$ cat src/rtl/core/sgr_pkg.sv
// Package for the stream group reverser.
// Transfer payload types, register map and constants; no dependencies.
`timescale 1ns / 1ps
`default_nettype none

package sgr_pkg;

   localparam int unsigned DATA_W = 32;
   localparam int unsigned GS_W   = 5;

   localparam logic        REG_GROUP_SIZE = 1'b0;
   localparam logic [GS_W-1:0] GS_RESET   = 5'd1;

   typedef struct packed {
      logic signed [DATA_W-1:0] value;
      logic                     is_last;
   } req_type;

   typedef struct packed {
      logic signed [DATA_W-1:0] out_value;
      logic                     out_last;
   } rsp_type;

endpackage

`default_nettype wire

$ cat src/rtl/core/sgr_ram.sv
// Generic single-port-write, single-port-read RAM with registered read.
// Read data holds until the next read enable; no dependencies.
`timescale 1ns / 1ps
`default_nettype none

module sgr_ram #(
   parameter int unsigned WIDTH = 32,
   parameter int unsigned DEPTH = 16,
   localparam int unsigned AW   = (DEPTH > 1) ? $clog2(DEPTH) : 1
) (
   input  wire logic             clock,
   input  wire logic             wr_en,
   input  wire logic [AW-1:0]    wr_addr,
   input  wire logic [WIDTH-1:0] wr_data,
   input  wire logic             rd_en,
   input  wire logic [AW-1:0]    rd_addr,
   output logic      [WIDTH-1:0] rd_data
);

   logic [WIDTH-1:0] mem_ff [DEPTH];
   logic [WIDTH-1:0] rd_data_ff;

   always_ff @(posedge clock) begin
      if (wr_en) begin
         mem_ff[wr_addr] <= wr_data;
      end
      if (rd_en) begin
         rd_data_ff <= mem_ff[rd_addr];
      end
   end

   assign rd_data = rd_data_ff;

endmodule

`default_nettype wire

$ cat src/rtl/core/sgr_ctrl.sv
// Group sequencer: stores values into the group RAM and drains held groups,
// reversed or in order. Uses sgr_pkg for widths; drives sgr_ram ports.
`timescale 1ns / 1ps
`default_nettype none

module sgr_ctrl #(
   parameter int unsigned MAX_GROUP = 16,
   localparam int unsigned AW   = (MAX_GROUP > 1) ? $clog2(MAX_GROUP) : 1,
   localparam int unsigned CW   = $clog2(MAX_GROUP + 1),
   localparam int unsigned CMPW = (CW > sgr_pkg::GS_W) ? CW : sgr_pkg::GS_W
) (
   input  wire logic                    clock,
   input  wire logic                    reset,
   input  wire logic [sgr_pkg::GS_W-1:0] group_size,
   input  wire logic                    req_valid,
   output logic                         req_stall,
   input  wire logic                    req_is_last,
   output logic                         wr_en,
   output logic [AW-1:0]                wr_addr,
   output logic                         rd_en,
   output logic [AW-1:0]                rd_addr,
   output logic                         rsp_valid,
   input  wire logic                    rsp_stall,
   output logic                         rsp_last
);

   typedef enum logic {
      ST_IDLE,
      ST_DRAIN
   } state_type;

   state_type       state_ff,   state_in;
   logic [AW-1:0]   held_ff,    held_in;
   logic [AW-1:0]   addr_ff,    addr_in;
   logic [CW-1:0]   remain_ff,  remain_in;
   logic            reverse_ff, reverse_in;
   logic            last_ff,    last_in;
   logic            valid_ff,   valid_in;
   logic            olast_ff,   olast_in;

   logic            req_accept;
   logic            rsp_accept;
   logic            issue;
   logic [CW-1:0]   count_n;
   logic [CMPW-1:0] gs_ext;
   logic [CMPW-1:0] k_eff;
   logic            full;

   assign gs_ext = CMPW'(group_size);

   always_comb begin
      priority if (group_size == '0) begin
         k_eff = CMPW'(1);
      end else if (gs_ext > CMPW'(MAX_GROUP)) begin
         k_eff = CMPW'(MAX_GROUP);
      end else begin
         k_eff = gs_ext;
      end
   end

   assign req_stall  = (state_ff != ST_IDLE);
   assign req_accept = req_valid && !req_stall;
   assign rsp_accept = valid_ff && !rsp_stall;
   assign issue      = (state_ff == ST_DRAIN) && (!valid_ff || rsp_accept);
   assign count_n    = CW'(held_ff) + CW'(1);
   assign full       = CMPW'(count_n) >= k_eff;

   assign wr_en   = req_accept;
   assign wr_addr = held_ff;
   assign rd_en   = issue;
   assign rd_addr = addr_ff;

   always_comb begin
      state_in   = state_ff;
      held_in    = held_ff;
      addr_in    = addr_ff;
      remain_in  = remain_ff;
      reverse_in = reverse_ff;
      last_in    = last_ff;
      olast_in   = olast_ff;
      valid_in   = rsp_accept ? 1'b0 : valid_ff;
      unique case (state_ff)
         ST_IDLE: begin
            if (req_accept) begin
               if (full || req_is_last) begin
                  state_in   = ST_DRAIN;
                  held_in    = '0;
                  remain_in  = count_n;
                  reverse_in = full;
                  last_in    = req_is_last;
                  addr_in    = full ? held_ff : '0;
               end else begin
                  held_in = AW'(count_n);
               end
            end
         end
         ST_DRAIN: begin
            if (issue) begin
               valid_in  = 1'b1;
               olast_in  = last_ff && (remain_ff == CW'(1));
               remain_in = remain_ff - CW'(1);
               addr_in   = reverse_ff ? addr_ff - AW'(1) : addr_ff + AW'(1);
               if (remain_ff == CW'(1)) begin
                  state_in = ST_IDLE;
               end
            end
         end
         default: state_in = ST_IDLE;
      endcase
   end

   always_ff @(posedge clock) begin
      if (reset) begin
         state_ff <= ST_IDLE;
         held_ff  <= '0;
         valid_ff <= 1'b0;
      end else begin
         state_ff <= state_in;
         held_ff  <= held_in;
         valid_ff <= valid_in;
      end
      addr_ff    <= addr_in;
      remain_ff  <= remain_in;
      reverse_ff <= reverse_in;
      last_ff    <= last_in;
      olast_ff   <= olast_in;
   end

   assign rsp_valid = valid_ff;
   assign rsp_last  = olast_ff;

endmodule

`default_nettype wire

$ cat src/rtl/core/stream_group_reverser_unit.sv
// Stream group reverser top level: register port, group RAM and sequencer.
// Depends on sgr_pkg, sgr_ram and sgr_ctrl.
// Order: an item that closes a group moves the sequencer to drain; each result is
// read into the RAM read register, one per cycle while rsp_stall is low.
// Input: req_stall holds new items while a held group drains.
// Reset: group_size returns to 1, held count to 0; RAM contents are not cleared.
`timescale 1ns / 1ps
`default_nettype none

module stream_group_reverser_unit #(
   parameter int unsigned MAX_GROUP = 16
) (
   input  wire logic             clock,
   input  wire logic             reset,
   input  wire logic             req_valid,
   output logic                  req_stall,
   input  wire sgr_pkg::req_type req_data,
   output logic                  rsp_valid,
   input  wire logic             rsp_stall,
   output sgr_pkg::rsp_type      rsp_data,
   input  wire logic             psel,
   input  wire logic             penable,
   input  wire logic             pwrite,
   input  wire logic [2:0]       paddr,
   input  wire logic [31:0]      pwdata,
   output logic [31:0]           prdata,
   output logic                  pready
);

   localparam int unsigned AW = (MAX_GROUP > 1) ? $clog2(MAX_GROUP) : 1;

   logic [sgr_pkg::GS_W-1:0]  group_size_ff;
   logic [sgr_pkg::GS_W-1:0]  group_size_in;
   logic                      reg_sel;
   logic                      wr_en;
   logic [AW-1:0]             wr_addr;
   logic                      rd_en;
   logic [AW-1:0]             rd_addr;
   logic [sgr_pkg::DATA_W-1:0] rd_data;
   logic                      rsp_last;

   assign pready  = 1'b1;
   assign reg_sel = (paddr[2] == sgr_pkg::REG_GROUP_SIZE);

   always_comb begin
      group_size_in = group_size_ff;
      if (psel && penable && pwrite && pready && reg_sel) begin
         group_size_in = pwdata[sgr_pkg::GS_W-1:0];
      end
   end

   always_ff @(posedge clock) begin
      if (reset) begin
         group_size_ff <= sgr_pkg::GS_RESET;
      end else begin
         group_size_ff <= group_size_in;
      end
   end

   assign prdata = reg_sel ? 32'(group_size_ff) : '0;

   sgr_ram #(
      .WIDTH (sgr_pkg::DATA_W),
      .DEPTH (MAX_GROUP)
   ) u_ram (
      .clock   (clock),
      .wr_en   (wr_en),
      .wr_addr (wr_addr),
      .wr_data (req_data.value),
      .rd_en   (rd_en),
      .rd_addr (rd_addr),
      .rd_data (rd_data)
   );

   sgr_ctrl #(
      .MAX_GROUP (MAX_GROUP)
   ) u_ctrl (
      .clock       (clock),
      .reset       (reset),
      .group_size  (group_size_ff),
      .req_valid   (req_valid),
      .req_stall   (req_stall),
      .req_is_last (req_data.is_last),
      .wr_en       (wr_en),
      .wr_addr     (wr_addr),
      .rd_en       (rd_en),
      .rd_addr     (rd_addr),
      .rsp_valid   (rsp_valid),
      .rsp_stall   (rsp_stall),
      .rsp_last    (rsp_last)
   );

   assign rsp_data = {rd_data, rsp_last};

endmodule

`default_nettype wire
$ cat config.mk
export PLATFORM = sky130hd
export DESIGN_NAME = stream_group_reverser_unit
export DESIGN_NICKNAME = d
export VERILOG_FILES = /design/src/rtl/core/sgr_pkg.sv /design/src/rtl/core/sgr_ram.sv /design/src/rtl/core/sgr_ctrl.sv /design/src/rtl/core/stream_group_reverser_unit.sv
export SDC_FILE = /design/constraint.sdc
export NUM_CORES = 1
export LEC_CHECK = 0
export BUFFER_PORTS_ARGS = -buffer_cell sky130_fd_sc_hd__buf_2
export CAP_MARGIN = 20
export CORE_MARGIN = 2
export CORE_UTILIZATION = 54
export DETAILED_ROUTE_END_ITERATION = 6
export PLACE_DENSITY = 0.75
export SLEW_MARGIN = 20
export SYNTH_ARGS = -nofsm -noshare
export SYNTH_HDL_FRONTEND = slang
export SYNTH_SLANG_ARGS = --single-unit
$ cat constraint.sdc
create_clock -name clock -period 3.7 [get_ports clock]
set_input_delay 0.185 -clock clock [delete_from_list [all_inputs] [get_ports clock]]
set_output_delay 0.185 -clock clock [all_outputs]
set_load 0.01 [all_outputs]
# After elaboration in Yosys (flattened, before gate mapping)
# Memories as Yosys holds them, arrays and structs flattened. A register that Yosys moved wholly into a read port is not among the register bits.
# Cells that the tools add are included.
# Widths: inputs -> output; s select.
word_totals:
  reg_bits: 23
  latch_bits: 0
  ramBits: 512
  mem_bits_ro: 0
  input_bits: 75
  output_inout_bits: 68
  mem_count: 1
classes:
  addsub: 4
  multipliers: 0
  div_mod_pow: 0
  n_lt_le_gt_ge: 2
  eq_ne: 4
  n_shift: 0
  n_mux: 24
  bitwise: 2
  n_reduce_logical: 17
memory_table:
  columns: ["name", "words", "word_bits", "read_ports", "rd_ports_with_merged_regs", "wr", "line_no", "source"]
  rows:
  - ["u_ram.mem_ff", 16, 32, 1, 1, 1, "sgr_ram.sv:20", "logic [WIDTH-1:0] mem_ff [DEPTH];"]
op_table:
  columns: ["op", "n"]
  rows:
  - ["$mux 5", 6]
  - ["$mux 4", 6]
  - ["$pmux 5 s2", 1]
  - ["$mux 1", 9]
  - ["$pmux 4 s2", 1]
  - ["$logic_and 1x1->1", 7]
  - ["$reduce_and 3->1", 2]
  - ["$add 4x1->5 const B", 1]
  - ["$eq 5x1->1 const B", 1]
  - ["$ge 5x5->1", 1]
  - ["$gt 5x5->1 const B", 1]
  - ["$logic_not 5->1", 1]
  - ["$sub 5x1->5 const B", 1]
  - ["$add 4x1->4 const B", 1]
  - ["$ne 2x1->1 const B", 2]
  - ["$reduce_and 2->1", 2]
  - ["$sub 4x1->4 const B", 1]
  - ["$logic_not 1->1", 3]
  - ["$logic_or 1x1->1", 2]
  - ["$ne 2x2->1 const B", 1]
  - ["$not 1->1", 2]
  - ["$pmux 1 s2", 1]

# Longest topological paths before layout
# Gate-level depths: netlist (run 1).
logic_depth:
  ltp_word: 8
  mapped_depth: 9
  mapped_depth_nobuf: 9

# Cells and area by module
# A second synthesis (run 1) with hierarchy kept.
hier_totals:
  cells_unflattened: 1006
  area_unflattened_um2: 21728.3
by_module_without_submodules:
  columns: ["mod", "instances", "cells_each", "area_each_um2", "seq_area_each_um2"]
  rows:
  - ["sgr_ram", 1, 838, 20155.6, 16335.7]
  - ["sgr_ctrl", 1, 109, 1071.0, 480.5]
  - ["stream_group_reverser_unit", 1, 59, 501.7, 100.1]

# Worst setup path after synthesis (run 1)
# No wires, ideal clock.
synth_path:
  path_kind: "flip-flop to flip-flop"
  start: "register u_ctrl.state_ff (netlist: u_ctrl.req_stall)"
  end: "register u_ctrl.addr_ff[0] (netlist: u_ctrl.rd_addr[0]), enable pin"
  arrival_time_ns: 3.760
  required_time_ns: 3.364
  setup_slack_ns: -0.397
  stages_incl_launch_ff: 4
  path_buffers: 1
  synth_period_minus_slack_ns: 4.097
  path_cell_list: "dfxtp_1 -> clkbuf_1 -> a21boi_0 -> or2_1"
synth_via:
  word_cells_on_any_way: 8
  classes_between: "eq/ne (3); bitwise (1); reduce/logical (4)"
synth_rtl:
  columns: ["element", "line_no", "source"]
  rows:
  - ["start: declaration", "sgr_ctrl.sv:32", "state_type state_ff, state_in;"]
  - ["start signal: assignment", "sgr_ctrl.sv:118", "state_ff <= state_in;"]
  - ["$logic_and 1x1->1", "sgr_ctrl.sv:64", "assign issue = (state_ff == ST_DRAIN) && (!valid_ff || rsp_accept);"]
  - ["net rd_en", "stream_group_reverser_unit.sv:37", "logic rd_en;"]
  - ["$ne 2x2->1 (no line)", null, null]
  - ["$reduce_and 3->1 (no line)", null, null]
  - ["end signal: assignment", "sgr_ctrl.sv:122", "addr_ff <= addr_in;"]
  - ["end: declaration", "sgr_ctrl.sv:34", "logic [AW-1:0] addr_ff, addr_in;"]
# The timed path passes the listed nets, and every way through them passes these cells.
# A chain may end at the register's enable or synchronous reset.

# Final worst setup path (run 1)
layout_path:
  start: "register u_ctrl.held_ff[0] (netlist: u_ctrl.wr_addr[0])"
  end: "register u_ctrl.remain_ff[2], enable pin"
layout_via:
  elab_chain_cells: 5
layout_lines:
  columns: ["element", "line_no", "source"]
  rows:
  - ["start: declaration", "sgr_ctrl.sv:33", "logic [AW-1:0] held_ff, held_in;"]
  - ["start signal: assignment", "sgr_ctrl.sv:119", "held_ff <= held_in;"]
  - ["$add 4x1->5", "sgr_ctrl.sv:65", "assign count_n = CW'(held_ff) + CW'(1);"]
  - ["$ge 5x5->1", "sgr_ctrl.sv:66", "assign full = CMPW'(count_n) >= k_eff;"]
  - ["$logic_or 1x1->1", "sgr_ctrl.sv:85", "if (full || req_is_last) begin"]
  - ["$ne 2x1->1 (no line)", null, null]
  - ["$reduce_and 3->1 (no line)", null, null]
  - ["end signal: assignment", "sgr_ctrl.sv:123", "remain_ff <= remain_in;"]
  - ["end: declaration", "sgr_ctrl.sv:35", "logic [CW-1:0] remain_ff, remain_in;"]
# Every way passes these cells.

==> impl_metrics.py, run 1 <==
metrics = {
    "critical_path": {
        "cp_data_arrival_time_ns": 3.19,
        "rr_startpoint": "u_ctrl.wr_addr[0]",
        "critPathKind": "register to register",
        "critical-path-max-stage-delay_ns": 0.51,
        "crit_path_max_fanout": 9,
        "cp-end-kind": "register",
        "crit_path_frequent_cell": "sky130_fd_sc_hd__ha_1",
        "cp_data_required_time_ns": 3.98,
        "setup.worst_path.start": "u_ctrl.wr_addr[0]",
        "cpMaxStageDelayCell": "sky130_fd_sc_hd__dfxtp_1",
        "cp-start-kind": "register",
        "rrSetupSlack_ns": 0.79,
        "worstPathCellList": "ha_1 -> xor2_1 -> ha_1 -> a21o_1 -> a311o_1 -> nand2_1 -> nor2_1 -> or2_1",
    },
    "layout": {
        "fillcell_total": 2650,
        "area.growth.synth_to_final_pct": 15.2,
        "finalCoreUtilization_pct": 63.2,
        "multi_input_comb_area_sq_um": 4580,
        "sequential_cell_area_sq_um": 16900,
        "finalNetCount": 1200,
        "insertedDiodeCount": 0,
        "drive_gt1_share_pct": 31.9,
        "finalInstanceArea_sq_um": 25200,
        "fin_cells": 1674,
    },
    "route": {
        "drc": 0,
        "vias": 9949,
        "vias_per_cell": 5.94,
        "drtAntennaViolNets": 0,
        "wl_um": 43100,
        "detail_route.wl_per_cell_um": 25.7,
        "drt-initial-drc-count": 867,
        "drt_pass1_iterations": 5,
    },
    "yosys": {
        "main_synth_ff_type": "sky130_fd_sc_hd__edfxtp_1",
        "post_synth_main_area_contributors": "sky130_fd_sc_hd__edfxtp_1 76%, sky130_fd_sc_hd__mux4_2 16%, sky130_fd_sc_hd__dfxtp_1 1.0%, sky130_fd_sc_hd__buf_4 1.0%, sky130_fd_sc_hd__ha_1 0.74%",
        "synthesis.yosys.warnings": 0,
        "synth.distinct_cells": 40,
        "syn-cell-area_sq_um": 21900,
        "synthTopCellsByCount": "556 x sky130_fd_sc_hd__edfxtp_1, 160 x sky130_fd_sc_hd__mux4_2, 29 x sky130_fd_sc_hd__buf_4, 26 x sky130_fd_sc_hd__clkbuf_1",
        "synth_cells": 936,
        "synth_async_sr_flop_share_pct": 0,
        "yosysTopAreaCellShare_pct": 76.4,
        "synth_most_common_cell": "sky130_fd_sc_hd__edfxtp_1",
        "post_synth.cell_area_avg_sq_um": 23.4,
        "count_of_state_elements_after_synthesis": 567,
        "synth.yosys.seq_area_share_pct": 77.4,
        "synth-edff-count": 556,
        "synth_largest_area_cell": "sky130_fd_sc_hd__edfxtp_1",
    },
    "floorplanning": {
        "rows": 73,
        "die-width_um": 205,
        "start_util_pct": 54.9,
        "core_region_area_sq_um": 39800,
        "io-pin-count": 143,
        "die_height_um": 205,
        "dieArea_sq_um": 42100,
    },
    "place": {
        "place_worst_setup_slack_ns": 0.810,
        "gpl.final_weighted_congestion": 0.751,
        "dp_cells": 1533,
        "detailedPlacementHpwl_um": 22700,
        "post_dp_cell_area_sq_um": 23100,
        "portBuffers": 85,
    },
    "pwr": {
        "design_power_total_mw": 13.8,
        "peakVddDrop_uv": 426,
        "power.leakage_nw": 8.20,
        "cellPowerDensity_nw_per_um2": 550,
    },
    "hold_path": {
        "holdCritPathClass": "input pin to register",
        "min-delay-start": "req_data[0]",
    },
    "clock_tree": {
        "buffers_inserted_during_post_cts_setup_optimization": 0,
        "cts_tree": "done",
        "clk_pin_slew_worst_paths_ns": 0.06,
        "clock_tree.htree_level_count": 2,
        "clock_sinks": 567,
        "cts_buf_count": 54,
        "clockRootBuffer": "sky130_fd_sc_hd__clkbuf_16",
        "clock_path_buffers": 3,
        "worstSkewPairLatency_ns": 0.58,
    },
    "timing": {
        "fmaxAchievable_mhz": 344,
        "min_period_ns": 2.91,
        "timing_worst_slew_pin_value_ns": 0.917,
        "rsz0062_at_grt": "no",
        "finalClockSkew_ns": 0.0163,
        "slew_violations": 0,
        "finalHoldViolCount": 0,
        "max_slew_margin_pct": 38.9,
        "setup_viol": 0,
        "worst_slack_ns": 0.791,
        "min_period_over_period_pct": 78.6,
        "hold_ws_ns": 0.380,
        "setup-tns-final_ns": 0,
    },
    "grt": {
        "grt_start_max_net_pins": 102,
        "number_of_antenna_violations_at_the_first_check_in_global_routing": 0,
        "grt_first_pass_wirelength_um": 64500,
        "grtUsageTotal_pct": 21.3,
        "grt_remaining_overflow": 0,
        "first_global_vias": 10300,
    },
    "status": {
        "status": "complete, no violations",
    },
    "job": {
        "max_cap_viol_count": 0,
    },
}
## final timing paths
kind,to,cells past startpoint
hold reg to reg,u_ctrl.rsp_last,1
setup reg to reg,u_ctrl.remain_ff[2],8
hold / removal,u_ctrl.last_ff,2
setup / recovery,u_ctrl.remain_ff[2],8
## layout by cell type (no fill, tap or decap), types with 2 or more instances in the layout
master / n
sky130_fd_sc_hd__edfxtp_1: 556
sky130_fd_sc_hd__mux4_2: 160
sky130_fd_sc_hd__buf_2: 85
sky130_fd_sc_hd__clkbuf_16: 57
sky130_fd_sc_hd__dlygate4sd3_1: 47
sky130_fd_sc_hd__conb_1: 28
sky130_fd_sc_hd__buf_4: 18
sky130_fd_sc_hd__nand2_1: 17
sky130_fd_sc_hd__nor2_1: 16
sky130_fd_sc_hd__buf_12: 15
sky130_fd_sc_hd__ha_1: 13
sky130_fd_sc_hd__clkbuf_1: 12
sky130_fd_sc_hd__clkinv_1: 11
sky130_fd_sc_hd__dfxtp_1: 11
sky130_fd_sc_hd__inv_1: 10
sky130_fd_sc_hd__clkinv_2: 10
sky130_fd_sc_hd__a21oi_1: 9
sky130_fd_sc_hd__and2_2: 8
sky130_fd_sc_hd__mux2i_1: 7
sky130_fd_sc_hd__nand3_1: 6
sky130_fd_sc_hd__xnor2_1: 6
sky130_fd_sc_hd__nor2b_1: 5
sky130_fd_sc_hd__nor3_1: 4
sky130_fd_sc_hd__and3_2: 4
sky130_fd_sc_hd__a31oi_1: 3
sky130_fd_sc_hd__and4_2: 3
sky130_fd_sc_hd__bufinv_16: 3
sky130_fd_sc_hd__xor2_1: 2
sky130_fd_sc_hd__nand2b_1: 2
sky130_fd_sc_hd__a21o_1: 2
sky130_fd_sc_hd__o21ai_1: 2
sky130_fd_sc_hd__o21ai_0: 2
## cells by family after synthesis
| kind of cell | count (synthesis) | synth area share, % |
|---|---|---|
| DFF | 567 | 77.4 |
| muxes | 167 | 16.8 |
| buffers and inverters | 82 | 2.28 |
| and+or+nand+nor | 74 | 1.74 |
| AOI/OAI and AO/OA | 22 | 0.607 |
| adders and majority gates | 14 | 0.836 |
| xor gates and xnor gates | 8 | 0.321 |
| other | 2 | 0.0344 |
## flip-flops by register name, indices dropped and copies added, names as in the netlist
name and count:
u_ctrl.rsp_last 1, u_ctrl.last_ff 1, u_ram.rd_data 32, group_size_ff 5
u_ctrl.remain_ff 5, u_ctrl.reverse_ff 1, u_ctrl.rsp_valid 1, u_ram.mem_ff 512
u_ctrl.wr_addr 4, u_ctrl.rd_addr 4, u_ctrl.req_stall 1
## final cells by class
cell class,count,area share [%]
multi-input cells,313,18.2
inverters,10,0.149
well taps,525,2.61
clock buffers,69,5.84
flip-flops and latches,567,67.2
clock inverters,25,0.755
repair buffers,165,5.29
## repair_timing
item	4_1_cts	5_1_grt
hold endpoints to repair	524	0
hold buffers	47	0
gates resized for setup	0	0
## critical path, delay by kind of cell, from the launching register on
family	cells	cell delay [ns]
flops	1	0.51
simple gates	3	0.68
fa+ha+maj	2	0.64
compound gates	2	0.54
xor+xnor	1	0.25
## power by group
group	internal (mW)	total (mW)	switching [mW]
combinational	0.718	1.38	0.661
clock	2.99	5.20	2.21
sequential	7.20	7.27	0.0672
total	10.9	13.8	2.94
## metal layers
layer / track usage [%] / up-vias / share of wire (%)
met3: 4.02 / 86 / 5.7
met1: 28.8 / 5256 / 40
met5: 0 / - / 0
met4: 7.12 / 0 / 2.8
li1: - / 4233 / -
met2: 35.6 / 374 / 51
Power figures use the tool's default switching activity.
==> inputs of run 2 (changes only) <==
--- a/config.mk
+++ b/config.mk
@@ -8,9 +8,9 @@
 export BUFFER_PORTS_ARGS = -buffer_cell sky130_fd_sc_hd__buf_2
 export CAP_MARGIN = 20
 export CORE_MARGIN = 2
-export CORE_UTILIZATION = 54
+export CORE_UTILIZATION = 60
 export DETAILED_ROUTE_END_ITERATION = 6
-export PLACE_DENSITY = 0.75
+export PLACE_DENSITY = 0.79
 export SLEW_MARGIN = 20
 export SYNTH_ARGS = -nofsm -noshare
 export SYNTH_HDL_FRONTEND = slang
==> constraint.sdc (replaced) <==
create_clock -name clock -period 2.7 [get_ports clock]
set_input_delay 0.135 -clock clock [delete_from_list [all_inputs] [get_ports clock]]
set_output_delay 0.135 -clock clock [all_outputs]
set_load 0.01 [all_outputs]
==> run 2 against run 1 <==
First-iteration DRC count increased by 4.3%. Largest cell class unchanged. Critical path type unchanged. Design area increased by 0.34%. Highest routed layer unchanged. Routed wire length increased by 8.7%. Sequential power increased by 37%. Clock-buffer cell count increased by 6. Worst hold slack got worse by 0.079 ns. Clock skew increased by 0.018 ns. Non-clock buffer count increased by 10. Critical endpoint is now u_ctrl.rd_addr[2]. Die area decreased by 9.8%. Largest power group unchanged.
==> impl_metrics.py, run 2 (synthesized netlist as in run 1, its figures left out) <==
metrics = {
    "status": {
        "status": "complete, no violations",
    },
    "grt": {
        "first_global_vias": 10800,
        "grt_remaining_overflow": 0,
        "number_of_antenna_violations_at_the_first_check_in_global_routing": 1,
        "grt_start_max_net_pins": 46,
        "grtUsageTotal_pct": 25.6,
        "grt_first_pass_wirelength_um": 69300,
    },
    "pwr": {
        "switching_share_pct": 21.8,
        "seqPwrFrac_pct": 52.1,
        "switchingPower_mw": 4.15,
        "design_power_total_mw": 19.1,
        "cellPowerDensity_nw_per_um2": 754,
        "combPwrFrac_pct": 10.3,
        "power.leakage_nw": 8.26,
        "peakVddDrop_uv": 606,
        "intPower_mw": 14.9,
        "clockPowerShare_pct": 37.6,
    },
    "route": {
        "drc": 0,
        "detail_route.wirelength.met1_um": 17100,
        "drt-initial-drc-count": 904,
        "vias_per_cell": 6.33,
        "detailroute.wirelength.met2_um": 24500,
        "wl_um": 46800,
        "met3RoutedLength_um": 3590,
        "routed.top_layer": "met4",
        "drt_pass1_iterations": 7,
        "detail_route.wl_per_cell_um": 28.8,
        "drtAntennaViolNets": 0,
        "vias": 10300,
    },
    "critical_path": {
        "rrSetupSlack_ns": 0.22,
        "cp_data_required_time_ns": 3.05,
        "critical-path-max-stage-delay_ns": 0.39,
        "worstPathCellList": "buf_4 -> nand3_1 -> xnor2_1 -> ha_1 -> or3_1 -> a311o_1 -> nand2_1 -> nor2_1 -> or2_4",
        "reg2reg_end": "u_ctrl.rd_addr[2]",
        "setup.worst_path.start": "u_ctrl.wr_addr[0]",
        "cp-end-kind": "register",
        "rr_startpoint": "u_ctrl.wr_addr[0]",
        "cp_data_arrival_time_ns": 2.82,
        "cpMaxStageDelayCell": "sky130_fd_sc_hd__dfxtp_1",
        "worstRegToRegCells": 9,
        "critPathKind": "register to register",
        "crit_path_max_fanout": 9,
        "cp-start-kind": "register",
    },
    "layout": {
        "layout.cells.most_common_list": "556 x sky130_fd_sc_hd__edfxtp_1, 160 x sky130_fd_sc_hd__mux4_2, 85 x sky130_fd_sc_hd__buf_2",
        "mostFrequentLayoutCell": "sky130_fd_sc_hd__edfxtp_1",
        "registers.top_by_ff_count": "u_ram.mem_ff",
        "area.growth.synth_to_final_pct": 15.6,
        "fillcell_total": 2091,
        "largest_register_ffs": 512,
        "finalInstanceArea_sq_um": 25300,
        "drive_gt1_share_pct": 32.5,
        "finalNetCount": 1210,
        "fin_cells": 1625,
        "finalCoreUtilization_pct": 70.7,
    },
    "timing": {
        "setup_viol": 0,
        "finalHoldViolCount": 0,
        "slew_violations": 0,
        "timing_worst_slew_pin_value_ns": 0.711,
        "rsz0062_at_grt": "no",
        "max_slew_margin_pct": 52.6,
        "fmaxAchievable_mhz": 403,
        "worst_slack_ns": 0.221,
        "hold_ws_ns": 0.301,
        "finalClockSkew_ns": 0.0341,
        "min_period_ns": 2.48,
        "min_period_over_period_pct": 91.8,
        "setup-tns-final_ns": 0,
    },
    "place": {
        "portBuffers": 85,
        "detailedPlacementHpwl_um": 23200,
        "post_dp_cell_area_sq_um": 23100,
        "gpl.final_weighted_congestion": 0.795,
        "dp_cells": 1479,
        "place_worst_setup_slack_ns": 0.152,
    },
    "floorplanning": {
        "rows": 69,
        "core_region_area_sq_um": 35700,
        "die_height_um": 195,
        "start_util_pct": 61.2,
        "die-width_um": 195,
        "dieArea_sq_um": 38000,
        "io-pin-count": 143,
    },
    "clock_tree": {
        "cts_tree": "done",
        "clockRootBuffer": "sky130_fd_sc_hd__clkbuf_16",
        "cts_buf_count": 54,
        "clock_path_buffers": 3,
        "buffers_inserted_during_post_cts_setup_optimization": 0,
        "clock_tree.htree_level_count": 2,
        "worstSkewPairLatency_ns": 0.61,
        "clk_pin_slew_worst_paths_ns": 0.06,
        "clock_sinks": 567,
    },
    "hold_path": {
        "hold-path-endpoint": "u_ctrl.last_ff",
        "min-delay-start": "req_data[0]",
        "holdCritPathClass": "input pin to register",
        "timing.hold.worst_path_depth": 2,
    },
    "job": {
        "max_cap_viol_count": 0,
    },
}
## run 2: power by group through the flow
stage	combinational (mW)	sequential (mW)	clock, mW
floorplan	1.32	10.1	0
global placement	1.85	10.1	0
detailed placement	1.89	10.1	0
CTS	1.99	9.93	7.26
global route	2.09	9.94	7.58
finish	1.96	9.93	7.16
## run 2: repair_timing
action / 4_1_cts / 5_1_grt
endpoints found under the hold margin: 524 / 0
setup endpoints to repair: 0 / 9
resized for setup: 0 / 1
hold buffers: 47 / 0
## run 2: worst max path at each step
stage	slack (ns)	cells past startpoint	end
2_1_floorplan	0.08	3	u_ram.mem_ff[15][0]
5_1_grt	0.12	8	u_ctrl.remain_ff[4]
3_5_place_dp	0.15	9	u_ctrl.rd_addr[2]
6_report	0.22	9	u_ctrl.rd_addr[2]
4_1_cts	0.14	9	u_ctrl.remain_ff[3]
3_3_place_gp	0.22	8	u_ctrl.rd_addr[1]
## run 2: worst max-delay path: cells and delay by family (launching register included)
family | cells | cell delay (ns)
adder cells (fa/ha/maj) | 1 | 0.25
buffers and inverters | 1 | 0.16
flip-flops | 1 | 0.39
AND/OR/NAND/NOR | 5 | 0.91
AO/OA/AOI/OAI | 1 | 0.31
XOR/XNOR | 1 | 0.20
## run 2: cell type report
cell class / count / area, sq um / area share, %
Timing Repair Buffer: 175 / 1490 / 5.91
Clock inverter: 23 / 209 / 0.827
Sequential cell: 567 / 16900 / 66.9
Antenna cell: 1 / 2.50 / 0.00990
Multi-Input combinational cell: 313 / 4580 / 18.1
Clock buffer: 75 / 1450 / 5.74
Tap cell: 461 / 577 / 2.28
Inverter: 10 / 37.5 / 0.149
## run 2: per-layer routing
layer | track usage (%) | vias up
met1 | 32.6 | 5406
li1 | - | 4262
met4 | 8.96 | 0
met3 | 5.29 | 109
met2 | 44.2 | 515
met5 | 0 | -
==> inputs of run 3 (changes only) <==
--- a/config.mk
+++ b/config.mk
@@ -5,6 +5,7 @@
 export SDC_FILE = /design/constraint.sdc
 export NUM_CORES = 1
 export LEC_CHECK = 0
+export ABC_AREA = 1
 export BUFFER_PORTS_ARGS = -buffer_cell sky130_fd_sc_hd__buf_2
 export CAP_MARGIN = 20
 export CORE_MARGIN = 2
==> run 3 against run 2 <==
Setup slack gained 0.069 ns. Clock-buffer cell count is 6 lower. Core utilization decreased by 1.6 points. Sequential power about the same. Cell count is 56% higher. Maximum frequency rose by 2.8%.
==> impl_metrics.py, run 3 <==
metrics = {
    "clock_tree": {
        "buffers_inserted_during_post_cts_setup_optimization": 0,
        "worstSkewPairLatency_ns": 0.59,
        "clock_sinks": 567,
        "cts-resized-gates": 0,
        "clockRootBuffer": "sky130_fd_sc_hd__clkbuf_16",
        "clock_tree.htree_level_count": 2,
        "cts_buf_count": 53,
        "clock_path_buffers": 3,
        "clk_pin_slew_worst_paths_ns": 0.06,
        "cts_tree": "done",
    },
    "timing": {
        "min_period_over_period_pct": 89.3,
        "fmaxAchievable_mhz": 415,
        "max_slew_margin_pct": 52.2,
        "min_period_ns": 2.41,
        "finalClockSkew_ns": 0.0174,
        "hold_ws_ns": 0.0205,
        "timing_worst_slew_pin_value_ns": 0.716,
        "rsz0062_at_grt": "no",
        "setup_viol": 0,
        "finalHoldViolCount": 0,
        "slew_violations": 0,
    },
    "critical_path": {
        "worstPathCellList": "ha_1 -> xor2_1 -> ha_1 -> nand2_1 -> nand2_1 -> nand2_1 -> nand4_1 -> nand2_1 -> o21ai_0 -> buf_4",
        "cp_data_arrival_time_ns": 2.75,
        "critPathKind": "register to register",
        "cp_data_required_time_ns": 3.04,
        "critical-path-max-stage-delay_ns": 0.48,
        "cp-end-kind": "register",
        "crit_path_max_fanout": 9,
        "crit_family": "adder cells",
        "number_of_cells_on_the_critical_path": 10,
        "critical_path_buf_inv_count": 1,
        "cp-start-kind": "register",
        "worstRegToRegCells": 10,
        "crit_path_frequent_cell": "sky130_fd_sc_hd__nand2_1",
        "cpMaxStageDelayCell": "sky130_fd_sc_hd__dfxtp_1",
    },
    "floorplanning": {
        "start_util_pct": 60.9,
        "rows": 71,
        "dieArea_sq_um": 39800,
        "die_height_um": 199,
        "die-width_um": 199,
        "io-pin-count": 143,
        "core_region_area_sq_um": 37700,
    },
    "layout": {
        "finalNetCount": 2074,
        "mostFrequentLayoutCell": "sky130_fd_sc_hd__edfxtp_1",
        "fin_cells": 2531,
        "sequential_cell_area_sq_um": 16900,
        "registers.top_by_ff_count": "u_ram.mem_ff",
        "largest_register_ffs": 512,
        "layout.cells.most_common_list": "556 x sky130_fd_sc_hd__edfxtp_1, 465 x sky130_fd_sc_hd__nor2_1, 201 x sky130_fd_sc_hd__nand3_1",
        "finalInstanceArea_sq_um": 26000,
        "fillcell_total": 2579,
        "multi_input_comb_area_sq_um": 5210,
        "area.growth.synth_to_final_pct": 13.5,
        "drive_gt1_share_pct": 10.9,
        "insertedDiodeCount": 0,
    },
    "pwr": {
        "cellPowerDensity_nw_per_um2": 839,
        "combPwrFrac_pct": 21.8,
        "intPower_mw": 15.5,
        "power.leakage_nw": 9.10,
        "clockPowerShare_pct": 31.4,
        "peakVddDrop_uv": 597,
        "switchingPower_mw": 6.37,
        "seqPwrFrac_pct": 46.8,
        "switching_share_pct": 29.2,
    },
    "yosys": {
        "synth.yosys.seq_area_share_pct": 73.8,
        "count_of_state_elements_after_synthesis": 567,
        "synth_async_sr_flop_share_pct": 0,
        "post_synth.cell_area_avg_sq_um": 12.3,
        "synthTopCellsByCount": "556 x sky130_fd_sc_hd__edfxtp_1, 482 x sky130_fd_sc_hd__nor2_1, 201 x sky130_fd_sc_hd__nand3_1, 159 x sky130_fd_sc_hd__o21ai_1, 100 x sky130_fd_sc_hd__nand2_1",
        "post_synth_main_area_contributors": "sky130_fd_sc_hd__edfxtp_1 73%, sky130_fd_sc_hd__nor2_1 7.9%, sky130_fd_sc_hd__nand3_1 4.4%, sky130_fd_sc_hd__o21ai_1 3.5%, sky130_fd_sc_hd__o21ai_0 1.8%",
        "yosysTopAreaCellShare_pct": 72.8,
        "synth.distinct_cells": 25,
        "synth_cells": 1860,
        "synth_largest_area_cell": "sky130_fd_sc_hd__edfxtp_1",
        "syn-cell-area_sq_um": 22900,
        "synth-edff-count": 556,
        "synth_most_common_cell": "sky130_fd_sc_hd__edfxtp_1",
        "synthesis.yosys.warnings": 0,
        "main_synth_ff_type": "sky130_fd_sc_hd__edfxtp_1",
    },
    "route": {
        "detail_route.wl_per_cell_um": 20.6,
        "wl_um": 52200,
        "drt_pass1_iterations": 6,
        "drt-initial-drc-count": 1590,
        "vias_per_cell": 5.82,
        "drtAntennaViolNets": 0,
        "vias": 14700,
        "drc": 0,
    },
    "grt": {
        "grtUsageTotal_pct": 26.6,
        "number_of_antenna_violations_at_the_first_check_in_global_routing": 0,
        "grt_first_pass_wirelength_um": 79300,
        "first_global_vias": 14500,
        "grt_start_max_net_pins": 108,
        "grt_remaining_overflow": 0,
    },
    "status": {
        "status": "complete, no violations",
    },
    "job": {
        "max_cap_viol_count": 0,
    },
    "hold_path": {
        "timing.hold.worst_path_depth": 3,
        "holdCritPathClass": "input pin to register",
    },
    "place": {
        "detailedPlacementHpwl_um": 27300,
        "portBuffers": 85,
        "dp_cells": 2400,
        "gpl.final_weighted_congestion": 0.822,
        "post_dp_cell_area_sq_um": 24100,
    },
}
-- run 3: worst reg2reg max path, stage by stage (launching register included) --
cell	delay [ns]
sky130_fd_sc_hd__dfxtp_1	0.48
sky130_fd_sc_hd__ha_1	0.26
sky130_fd_sc_hd__xor2_1	0.34
sky130_fd_sc_hd__ha_1	0.32
sky130_fd_sc_hd__nand2_1	0.07
sky130_fd_sc_hd__nand2_1	0.04
sky130_fd_sc_hd__nand2_1	0.09
sky130_fd_sc_hd__nand4_1	0.11
sky130_fd_sc_hd__nand2_1	0.12
sky130_fd_sc_hd__o21ai_0	0.12
sky130_fd_sc_hd__buf_4	0.22
-- run 3: per-layer routing --
layer | wire, um | global-route usage [%]
met3 | 4460 | 4.08
met1 | 20400 | 35.0
met5 | 0 | 0
met4 | 1680 | 10.9
met2 | 25600 | 44.8
-- run 3: layout make-up --
type	count	area share [%]
Timing Repair Buffer	179	5.61
Multi-Input combinational cell	1122	20.0
Tap cell	511	2.46
Sequential cell	567	65.0
Inverter	62	0.923
Clock buffer	69	5.41
Clock inverter	21	0.591
-- run 3: stage by stage --
step	TNS (ns)	total power, mW	util (%)	worst slack, ns
2_1_floorplan	-0.212	13.7	-	-0.000415
3_3_place_gp	0	14.9	63.9	0.426
3_5_place_dp	0	15.1	63.9	0.367
4_1_cts	0	21.9	69.1	0.341
5_1_grt	0	22.7	69.1	0.119
6_report	0	21.8	69.1	0.290
-- run 3: repair_timing --
item / in CTS / in global routing
hold buffers: 41 / 0
endpoints found under the setup margin: 0 / 0
hold endpoints to repair: 524 / 0
-- run 3: cell families after synthesis --
logic type / after synthesis / share of synthesized area (%)
other: 2 / 0.0328
AO/OA/AOI/OAI: 284 / 6.55
flip-flops: 567 / 73.8
XOR/XNOR: 7 / 0.267
AND/OR/NAND/NOR: 789 / 14.1
buffers and inverters: 197 / 4.50
adder cells (fa/ha/maj): 14 / 0.797
-- run 3: final timing paths --
kind,slack [ns],endpoint,from
max,0.29,u_ctrl.rd_addr[2],u_ctrl.wr_addr[0]
min,0.02,group_size_ff[4],pwrite
max reg2reg,0.29,u_ctrl.rd_addr[2],u_ctrl.wr_addr[0]
min reg2reg,0.46,group_size_ff[0],group_size_ff[0]
-- run 3: power by group through the flow --
stage,Combinational (mW),Sequential (mW),Clock [mW]
finish,4.77,10.2,6.85
global route,5.26,10.2,7.25
CTS,4.74,10.2,6.92
detailed placement,4.65,10.4,0
global placement,4.48,10.4,0
floorplan,3.25,10.4,0
